--- src/rtl/crcd_pkg.sv ---
package crcd_pkg;

    localparam int PAYLOAD_MAX = 64;
    localparam int HDR_BYTES   = 12;
    localparam int LEN_W       = 7;
    localparam int OFS_W       = 6;
    localparam int ADDR_W      = OFS_W + 1;
    localparam int HIDX_W      = 4;

    localparam logic [15:0] CRC_INIT = 16'hFFFF;
    localparam logic [15:0] CRC_POLY = 16'h1021;

    localparam logic REG_SYNC    = 1'b0;
    localparam logic REG_VERSION = 1'b1;

    typedef struct packed {
        logic              slot;
        logic [7:0]        frame_type;
        logic [31:0]       sequence_res;
        logic [LEN_W-1:0]  length;
    } desc_t;

    typedef struct packed {
        logic              en;
        logic [ADDR_W-1:0] addr;
        logic [7:0]        data;
    } mem_wr_t;

    typedef struct packed {
        logic [1:0] count;
        logic       avail;
        desc_t      head;
    } q_status_t;

    function automatic logic [15:0] crc_byte(input logic [15:0] crc_in, input logic [7:0] b);
        logic [15:0] c;
        c = crc_in ^ {b, 8'h00};
        for (int k = 0; k < 8; k++)
        begin
            if (c[15])
            begin
                c = {c[14:0], 1'b0} ^ CRC_POLY;
            end
            else
            begin
                c = {c[14:0], 1'b0};
            end
        end
        return c;
    endfunction

endpackage

--- src/rtl/crcd_front.sv ---
module crcd_front (
    input  logic               clk,
    input  logic               rst_n,
    input  logic               push,
    input  logic [7:0]         rx_byte,
    output logic               full,
    input  logic               wr_en,
    input  logic               wr_index,
    input  logic [31:0]        wr_data,
    input  crcd_pkg::q_status_t q_status,
    output logic               desc_push,
    output crcd_pkg::desc_t    desc,
    output crcd_pkg::mem_wr_t  mem_wr
);
    import crcd_pkg::*;

    typedef enum logic [2:0] {HUNT, HCRC, PAY, CRC_LO, CRC_HI} state_t;

    state_t            state_reg;
    logic [7:0]        win_reg [HDR_BYTES];
    logic [HIDX_W-1:0] fill_reg;
    logic [HIDX_W-1:0] hidx_reg;
    logic [LEN_W-1:0]  idx_reg;
    logic [15:0]       crc_reg;
    logic [7:0]        tlo_reg;
    logic              slot_reg;
    logic [7:0]        type_reg;
    logic [31:0]       seq_reg;
    logic [LEN_W-1:0]  len_reg;
    logic [31:0]       sync_reg;
    logic [7:0]        ver_reg;

    logic        accept;
    logic [31:0] magic;
    logic [15:0] hlen;
    logic        hdr_ok;
    logic        crc_ok;

    assign full   = (state_reg == HCRC) || (q_status.count == 2'd2 && state_reg != HUNT);
    assign accept = push && !full;
    assign magic  = {win_reg[3], win_reg[2], win_reg[1], win_reg[0]};
    assign hlen   = {win_reg[7], win_reg[6]};
    assign hdr_ok = (magic == sync_reg) && (win_reg[4] == ver_reg)
                    && (hlen <= 16'(PAYLOAD_MAX));
    assign crc_ok = ({rx_byte, tlo_reg} == crc_reg);

    assign mem_wr.en   = accept && (state_reg == PAY);
    assign mem_wr.addr = {slot_reg, idx_reg[OFS_W-1:0]};
    assign mem_wr.data = rx_byte;

    assign desc_push         = accept && (state_reg == CRC_HI) && crc_ok;
    assign desc.slot         = slot_reg;
    assign desc.frame_type   = type_reg;
    assign desc.sequence_res = seq_reg;
    assign desc.length       = len_reg;

    always_ff @(posedge clk or negedge rst_n)
    begin
        if (!rst_n)
        begin
            state_reg <= HUNT;
            fill_reg  <= '0;
            hidx_reg  <= '0;
            idx_reg   <= '0;
            crc_reg   <= CRC_INIT;
            tlo_reg   <= '0;
            slot_reg  <= 1'b0;
            type_reg  <= '0;
            seq_reg   <= '0;
            len_reg   <= '0;
            sync_reg  <= '0;
            ver_reg   <= 8'd1;
            for (int i = 0; i < HDR_BYTES; i++)
            begin
                win_reg[i] <= '0;
            end
        end
        else
        begin
            if (wr_en)
            begin
                unique case (wr_index)
                    REG_SYNC:    sync_reg <= wr_data;
                    REG_VERSION: ver_reg  <= wr_data[7:0];
                    default:     sync_reg <= sync_reg;
                endcase
            end
            unique case (state_reg)
                HUNT:
                begin
                    if (accept)
                    begin
                        if (fill_reg != HIDX_W'(HDR_BYTES - 1))
                        begin
                            win_reg[fill_reg] <= rx_byte;
                            fill_reg          <= fill_reg + 1'b1;
                        end
                        else if (hdr_ok)
                        begin
                            win_reg[HDR_BYTES-1] <= rx_byte;
                            type_reg  <= win_reg[5];
                            len_reg   <= hlen[LEN_W-1:0];
                            seq_reg   <= {rx_byte, win_reg[10], win_reg[9], win_reg[8]};
                            crc_reg   <= CRC_INIT;
                            hidx_reg  <= '0;
                            state_reg <= HCRC;
                        end
                        else
                        begin
                            for (int i = 0; i < HDR_BYTES - 2; i++)
                            begin
                                win_reg[i] <= win_reg[i+1];
                            end
                            win_reg[HDR_BYTES-2] <= rx_byte;
                        end
                    end
                end
                HCRC:
                begin
                    crc_reg <= crc_byte(crc_reg, win_reg[0]);
                    for (int i = 0; i < HDR_BYTES - 1; i++)
                    begin
                        win_reg[i] <= win_reg[i+1];
                    end
                    hidx_reg <= hidx_reg + 1'b1;
                    if (hidx_reg == HIDX_W'(HDR_BYTES - 1))
                    begin
                        idx_reg   <= '0;
                        state_reg <= (len_reg == '0) ? CRC_LO : PAY;
                    end
                end
                PAY:
                begin
                    if (accept)
                    begin
                        crc_reg <= crc_byte(crc_reg, rx_byte);
                        idx_reg <= idx_reg + 1'b1;
                        if (idx_reg + 1'b1 == len_reg)
                        begin
                            state_reg <= CRC_LO;
                        end
                    end
                end
                CRC_LO:
                begin
                    if (accept)
                    begin
                        tlo_reg   <= rx_byte;
                        state_reg <= CRC_HI;
                    end
                end
                CRC_HI:
                begin
                    if (accept)
                    begin
                        if (crc_ok)
                        begin
                            slot_reg <= !slot_reg;
                        end
                        fill_reg  <= '0;
                        state_reg <= HUNT;
                    end
                end
                default: state_reg <= HUNT;
            endcase
        end
    end

endmodule

--- src/rtl/crcd_queue.sv ---
module crcd_queue (
    input  logic                clk,
    input  logic                rst_n,
    input  logic                desc_push,
    input  crcd_pkg::desc_t     desc,
    input  logic                desc_pop,
    output crcd_pkg::q_status_t q_status
);
    import crcd_pkg::*;

    desc_t      ent_reg [2];
    logic       wp_reg;
    logic       rp_reg;
    logic [1:0] cnt_reg;

    assign q_status.count = cnt_reg;
    assign q_status.avail = (cnt_reg != 2'd0);
    assign q_status.head  = ent_reg[rp_reg];

    always_ff @(posedge clk or negedge rst_n)
    begin
        if (!rst_n)
        begin
            wp_reg  <= 1'b0;
            rp_reg  <= 1'b0;
            cnt_reg <= '0;
        end
        else
        begin
            if (desc_push)
            begin
                wp_reg <= !wp_reg;
            end
            if (desc_pop)
            begin
                rp_reg <= !rp_reg;
            end
            cnt_reg <= cnt_reg + {1'b0, desc_push} - {1'b0, desc_pop};
        end
    end

    always_ff @(posedge clk)
    begin
        if (desc_push)
        begin
            ent_reg[wp_reg] <= desc;
        end
    end

endmodule

--- src/rtl/crcd_back.sv ---
module crcd_back (
    input  logic                clk,
    input  logic                rst_n,
    input  crcd_pkg::mem_wr_t   mem_wr,
    input  crcd_pkg::q_status_t q_status,
    output logic                desc_pop,
    output logic                empty,
    input  logic                pop,
    output logic [7:0]          frame_type,
    output logic [31:0]         sequence_res,
    output logic [6:0]          payload_length,
    output logic [7:0]          payload_byte,
    output logic                byte_valid,
    output logic                last
);
    import crcd_pkg::*;

    logic [7:0]       mem [2**ADDR_W];
    logic [LEN_W-1:0] idx_reg;
    logic             valid_reg;
    logic [7:0]       data_reg;
    logic [7:0]       type_reg;
    logic [31:0]      seq_reg;
    logic [LEN_W-1:0] len_reg;
    logic             bv_reg;
    logic             last_reg;

    logic             issue;
    logic             is_last;
    logic [LEN_W-1:0] idx_inc;

    assign issue    = q_status.avail && (!valid_reg || pop);
    assign idx_inc  = idx_reg + 1'b1;
    assign is_last  = (q_status.head.length == '0) || (idx_inc == q_status.head.length);
    assign desc_pop = issue && is_last;

    assign empty          = !valid_reg;
    assign frame_type     = type_reg;
    assign sequence_res   = seq_reg;
    assign payload_length = len_reg;
    assign payload_byte   = bv_reg ? data_reg : 8'h00;
    assign byte_valid     = bv_reg;
    assign last           = last_reg;

    always_ff @(posedge clk)
    begin
        if (mem_wr.en)
        begin
            mem[mem_wr.addr] <= mem_wr.data;
        end
        if (issue)
        begin
            data_reg <= mem[{q_status.head.slot, idx_reg[OFS_W-1:0]}];
            type_reg <= q_status.head.frame_type;
            seq_reg  <= q_status.head.sequence_res;
            len_reg  <= q_status.head.length;
            bv_reg   <= (q_status.head.length != '0);
            last_reg <= is_last;
        end
    end

    always_ff @(posedge clk or negedge rst_n)
    begin
        if (!rst_n)
        begin
            valid_reg <= 1'b0;
            idx_reg   <= '0;
        end
        else
        begin
            if (issue)
            begin
                valid_reg <= 1'b1;
                idx_reg   <= is_last ? '0 : idx_inc;
            end
            else if (pop)
            begin
                valid_reg <= 1'b0;
            end
        end
    end

endmodule

--- src/rtl/crc_checked_frame_deframer.sv ---
// Byte-stream deframer with sync-word hunt and CRC-16 CCITT check.
// Input: one received byte per beat on rx_byte, taken when push is high and
// full is low. Results: one beat per payload byte, with the frame's type,
// sequence and length, the last beat marked; an empty frame gives one beat
// with byte_valid low. Pop a result when empty is low.
// Configuration: wr_en, wr_index (0 sync word, 1 version) and wr_data, written
// only while idle; the block itself does not enforce this.
// Throughput: one byte a cycle while hunting, and while storing payload unless
// two good frames still wait in the queue; after a header matches, full stays
// high while the header CRC runs through the single byte-wide CRC unit.
// After the trailer's high byte, the descriptor is queued and the first
// result is registered; results follow one a cycle while pop stays high.
// Payload storage is two 64-byte slots; a third frame waits (full high) once
// it passes its header while two good frames are still being drained.
// A stalled receiver holds the result; input continues until both slots fill.
// Reset: hunting with an empty window, sync word 0, version 1, no results.
module crc_checked_frame_deframer (
    input  logic        clk,
    input  logic        rst_n,
    input  logic        push,
    input  logic [7:0]  rx_byte,
    output logic        full,
    input  logic        wr_en,
    input  logic        wr_index,
    input  logic [31:0] wr_data,
    output logic        empty,
    input  logic        pop,
    output logic [7:0]  frame_type,
    output logic [31:0] sequence_res,
    output logic [6:0]  payload_length,
    output logic [7:0]  payload_byte,
    output logic        byte_valid,
    output logic        last
);
    import crcd_pkg::*;

    q_status_t q_status;
    desc_t     desc;
    mem_wr_t   mem_wr;
    logic      desc_push;
    logic      desc_pop;

    crcd_front u_front (
        .clk       (clk),
        .rst_n     (rst_n),
        .push      (push),
        .rx_byte   (rx_byte),
        .full      (full),
        .wr_en     (wr_en),
        .wr_index  (wr_index),
        .wr_data   (wr_data),
        .q_status  (q_status),
        .desc_push (desc_push),
        .desc      (desc),
        .mem_wr    (mem_wr)
    );

    crcd_queue u_queue (
        .clk       (clk),
        .rst_n     (rst_n),
        .desc_push (desc_push),
        .desc      (desc),
        .desc_pop  (desc_pop),
        .q_status  (q_status)
    );

    crcd_back u_back (
        .clk            (clk),
        .rst_n          (rst_n),
        .mem_wr         (mem_wr),
        .q_status       (q_status),
        .desc_pop       (desc_pop),
        .empty          (empty),
        .pop            (pop),
        .frame_type     (frame_type),
        .sequence_res   (sequence_res),
        .payload_length (payload_length),
        .payload_byte   (payload_byte),
        .byte_valid     (byte_valid),
        .last           (last)
    );

endmodule

--- config.mk ---
export PLATFORM = sky130hd
export DESIGN_NAME = crc_checked_frame_deframer
export DESIGN_NICKNAME = d
export VERILOG_FILES = /design/src/rtl/crcd_pkg.sv /design/src/rtl/crcd_front.sv /design/src/rtl/crcd_queue.sv /design/src/rtl/crcd_back.sv /design/src/rtl/crc_checked_frame_deframer.sv
export SDC_FILE = /design/constraint.sdc
export NUM_CORES = 2
export LEC_CHECK = 0
export BUFFER_PORTS_ARGS = -buffer_cell sky130_fd_sc_hd__buf_2
export CORE_MARGIN = 3
export CORE_UTILIZATION = 56
export DETAILED_ROUTE_END_ITERATION = 8
export PLACE_DENSITY_LB_ADDON = 0.2
export SLEW_MARGIN = 20
export SYNTH_ARGS = -nofsm -noshare
export SYNTH_HDL_FRONTEND = slang
export SYNTH_HIERARCHICAL = 1
export SYNTH_SLANG_ARGS = --single-unit
--- constraint.sdc ---
create_clock -name clk -period 4.9 [get_ports clk]
set_input_delay 0.735 -clock clk [delete_from_list [all_inputs] [get_ports clk]]
set_output_delay 0.735 -clock clk [all_outputs]
set_load 0.005 [all_outputs]
======== Word-level counts from Yosys, hierarchy flattened ========
Memory sizes are Yosys's and may differ from the RTL's. A register that Yosys moved wholly into a read port is not among the register bits.
Index checks and enable logic that the tools add are counted.
cells by class
  bitwise operators ....................... 21
  multiplexer cells ....................... 79
  order comparisons ....................... 3
  equality and inequality tests ........... 22
  add/subtract/negate cells ............... 6
  reductions and logical operators ........ 42
operators with widths
  cell                                                                     count
  16-bit 2-to-1 mux                                                        25
  13-bit 2-to-1 mux                                                        16
  96-bit 2-to-1 mux                                                        2
  88-bit case mux with 2 select lines                                      1
  96-bit bitwise mux                                                       1
  88-bit 2-to-1 mux                                                        1
  3-bit NOT                                                                16
  16-bit case mux with 3 select lines                                      1
  8-bit demux with 4-bit select                                            1
  32-bit == test                                                           1
  16-bit XOR                                                               2
  3-bit 2-to-1 mux                                                         8
  4-bit 2-to-1 mux                                                         6
  8-bit 2-to-1 mux                                                         3
  7-bit 2-to-1 mux                                                         3
  16-bit == test                                                           1
  16-bit by 7-bit <= comparator with 1-bit output (second input constant)  1
  4-bit case mux with 2 select lines                                       2
  3-bit case mux with 5 select lines                                       1
  7-bit by 1-bit adder with 7-bit output (second input constant)           2
  7-bit == test                                                            2
  7-bit zero test                                                          2
  7-bit case mux with 2 select lines                                       1
  2-bit by 1-bit != test with 1-bit output (second input constant)         6
  other kinds (29)                                                         68
storage, ports and cells
  word-level logic and storage cells ...... 209
  bits in writable memories ............... 1120
  input port bits ......................... 46
  register bits ........................... 287
  memories ................................ 2
memories
  name             depth  bits a word  rd ports  clocked after memory_dff  wr ports  RTL line          source
  u_back.mem       128    8            1         1                         1         crcd_back.sv:18   logic [7:0] mem [2**ADDR_W];
  u_queue.ent_reg  2      48           1         0                         1         crcd_queue.sv:11  desc_t ent_reg [2];

======== Logic depth before layout (Yosys ltp) ========
  depth in word-level cells ............... 35
  gate-level depth with buffers ........... 12
  mapped depth without buffers ............ 10

======== Hierarchy ========
The synthesis kept the hierarchy.
by module, submodules not included
  module      times used  area each (µm²)  cells an instance
  crcd_back   1           41866.4          1767
  crcd_front  1           11506.0          1001
  crcd_queue  1           3702.3           163

======== Worst setup path before layout ========
No wires, ideal clock.
  path type ............................... input to register
  start point ............................. input port rx_byte[7]
  end point ............................... memory u_queue/ent_reg[0][0] (netlist name) (enable)
  slack ................................... -31 ps
  stages .................................. 5
  buffers on the path ..................... 1
  data arrival time ....................... 4471 ps
  cell sequence ........................... clkbuf_1 xor2_1 or4_1 nor4_1 nor2b_1
on the way
  cells in the longest elaborated chain, start to end .. 4
RTL lines
  element                                 RTL line                          source
  start, declared                         crc_checked_frame_deframer.sv:21  input logic [7:0] rx_byte,
  16-bit == test                          crcd_front.sv:45                  assign crc_ok = ({rx_byte, tlo_reg} == crc_reg);
  1-bit logical AND                       crcd_front.sv:51                  assign desc_push = accept && (state_reg == CRC_HI) && crc_ok;
  net desc_push                           crc_checked_frame_deframer.sv:40  logic desc_push;
  1-bit 2-to-1 mux                        crcd_queue.sv:44                  if (desc_push)
  1-bit 2-to-1 mux (implied by the code)  crcd_queue.sv:46                  ent_reg[wp_reg] <= desc;
  end, declared                           crcd_queue.sv:11
The timed path passes the listed nets, and every way through them passes these cells.

==> metrics <==
status=finished clean; synthesized netlist cell count=around 2,900; capturing element type of the critical path=flop; count of nets left with antenna violations after detail routing=0; worst setup timing slack at the placement stage=1100 ps; Clock Sinks=approximately 1,400; post-CTS setup buffer count=0; final net count=3,169; Die Outline Area=0.106 mm^2; average cell area after synthesis=19.5 um^2; highest fanout seen on the critical path=16; vias post-DR=just under 30,000; Mapped Area=around 0.057 mm^2; number of instances in the placed design=~4,300; global router's overall resource usage=25.1%; Worst Setup SP=u_front/state_reg[2]$_DFFE_PN0P_; clock root buffer master=clkbuf_16; GRT Max-Usage Layer=met2; number of input and output port buffers inserted=104; largest net degree at the start of global routing=roughly 140; kind of critical path=flop to flop; top achievable clock speed=~260 MHz; number of hold-slack violations in the final timing report=0; total count of max-transition violations in the final report=0; startpoint of the most critical register-to-register path=u_front/state_reg[2]$_DFFE_PN0P_; logic depth of the worst register-to-register path=8; final setup vio count=0; most common cell after layout, fill and taps aside=edfxtp_1; leak pwr=21.8 nW; average vias per placed instance=6.32; wire length per cell after detailed routing=28.4 um; global routing usage on met1=37.4%; Syn-to-layout area delta=12.4%; num rows=116; post-layout worst setup margin=983 ps; CTS tree=built; number of flip-flops under the largest register name=1,024; CP max-delay cell=nor2_1; placed standard-cell area=0.0594 mm^2; overall die height=325 um; worst path cell trace=or3b_2 > o211a_1 > nand2_1 > inv_1 > nor2b_1 > nand3_1 > buf_4 > nor2_1; Clk pin slew, worst setup/hold paths=60 ps; kind of path behind the tightest hold check=input pin to asynchronous set/reset pin; post-route minimum period=around 3900 ps; part of the Yosys area used for sequential elements=72.4%; CTS H-Tree Depth=4; number of global-route vias before repair=29,928; transition time of the tightest slew-check pin=1010 ps; met2 GRT Util=a little under two fifths; met3 Track Usage GR=just under 6%; Residual DRC=0; share of synthesized registers carrying an async set or reset=between 10% and 20%; crit start category=flop; post-cts hold buffer count=0; flip-flop and latch count after synthesis=1,415; Ports=around 110; Detailed Route Iter0 Violations=3,379; number of max-capacitance violations reported=0; DRT Wirelength=131,000 um; iteration count of the initial detailed-routing pass=5; largest stage delay on the critical path=690 ps; core area=approximately 0.10 mm^2; die boundary width=325 um; Ys Warns=6; peak supply drop=0.000284 V; worst slew margin relative to its limit=32.5%; power per cell area=474 mW/mm^2; setup clock skew after layout=17.6 ps; starting density of the core=between 50% and 60%; antenna violations before repair=3; post-route cell area=0.0641 mm^2; Final Non-Filler Cells=between 4,000 and 5,000; RD Place Congestion=0.868; clock buffers created by TritonCTS=around 150; ratio of final minimum period to clock period=79.9%; global-route wire length before repair=about 200,000 um; GRT overflow=0; share of post-route cells with drive strength above 1=31.3%; setup repair after global routing missed its margin=no; critical path data required time=5240 ps; Post-synth EDFFs=1,177; Post-DP HPWL=80,400 um; worst skew pair latency=roughly 730 ps; CTS-repair resized insts=0; dominant synthesized flop cell=edfxtp_1; most used cells in the layout excluding fill and tap cells=edfxtp_1, mux4_2, dfrtp_1, mux2_2, clkbuf_16; crit path DAT=between 4000 and 5000 ps; post-synth cell types=65; post-synthesis net count=2,986; Post-Route Setup TNS=0 ps; Longest Clk Path Bufs=3
-- cell usage after synthesis (27+ instances only) --
cell | count | area share [%]
o21ai_0 | 93 | 0.82
edfxtp_1 | 1177 | 62
mux4_2 | 336 | 13
mux2_2 | 194 | 3.8
xnor2_1 | 61 | 0.94
clkbuf_1 | 88 | 0.58
dfrtp_1 | 221 | 9.7
xor2_1 | 47 | 0.72
buf_4 | 32 | 0.42
nor2_1 | 145 | 0.95
mux2_4 | 27 | 0.71
nand2_1 | 141 | 0.93
-- cell type report --
class | instances | area (um^2)
diodes | 3 | 7.51
clock buffers | 178 | 3870
clock inverters | 90 | 813
fillers | 6799 | 36400
inverters | 13 | 48.8
multi-input cells | 1338 | 14900
flip-flops and latches | 1415 | 41300
well taps | 1357 | 1700
repair buffers | 201 | 1470
-- layer usage --
layer  wire, um  share of wire, %
met5          0                 0
met4       2220               1.7
met3      12200               9.4
met2      61800                47
met1      54400                42
-- worst paths after layout --
| kind | slack [ps] | to |
|---|---|---|
| setup / recovery | 980 | u_back/mem[14][4]$_DFFE_PP_ |
| hold / removal | 50 | u_front/seq_reg[26]$_DFFE_PN0P_ |
| setup reg to reg | 980 | u_back/mem[14][4]$_DFFE_PP_ |
| hold reg to reg | 470 | u_queue/ent_reg[1][27]$_DFFE_PP_ |
| max in group asynchronous | 3790 | u_front/crc_reg[14]$_DFFE_PN1P_ |
| min in group clk | 230 | u_front/sync_reg[26]$_DFFE_PN0P_ |
-- per-stage QoR --
step	util (%)	hold WS, ps	power (mW)
global placement	59.1	444	19.8
global route	63.8	57.6	31.5
floorplan	-	437	18.0
finish	63.8	50.3	30.4
detailed placement	59.1	451	19.9
CTS	63.7	31.2	30.7
-- cells by family (layout without fill, tap and decap cells) --
logic type,Yosys count,after routing,synth area share [%]
flops,1415,1415,72.4
compound gates,199,199,2.24
other cells,0,3,0
buf+inv,178,482,1.54
mux,586,586,18.4
xor+xnor,109,109,1.70
simple gates,435,435,3.57
fa+ha+maj,9,9,0.197
-- worst max-delay path, delay by kind of cell, from the launching register on --
| kind | cells | cell delay, ps |
|---|---|---|
| buf+inv | 2 | 710 |
| simple gates | 5 | 1800 |
| flops | 1 | 620 |
| compound gates | 1 | 380 |
-- where the power goes --
| group | total, mW | internal, mW | switching, mW |
|---|---|---|---|
| sequential | 13.9 | 13.5 | 0.486 |
| clock | 10.8 | 6.27 | 4.52 |
| combinational | 5.68 | 2.82 | 2.86 |
| total | 30.4 | 22.5 | 7.87 |
No activity file was read; power rests on OpenSTA's default activity.
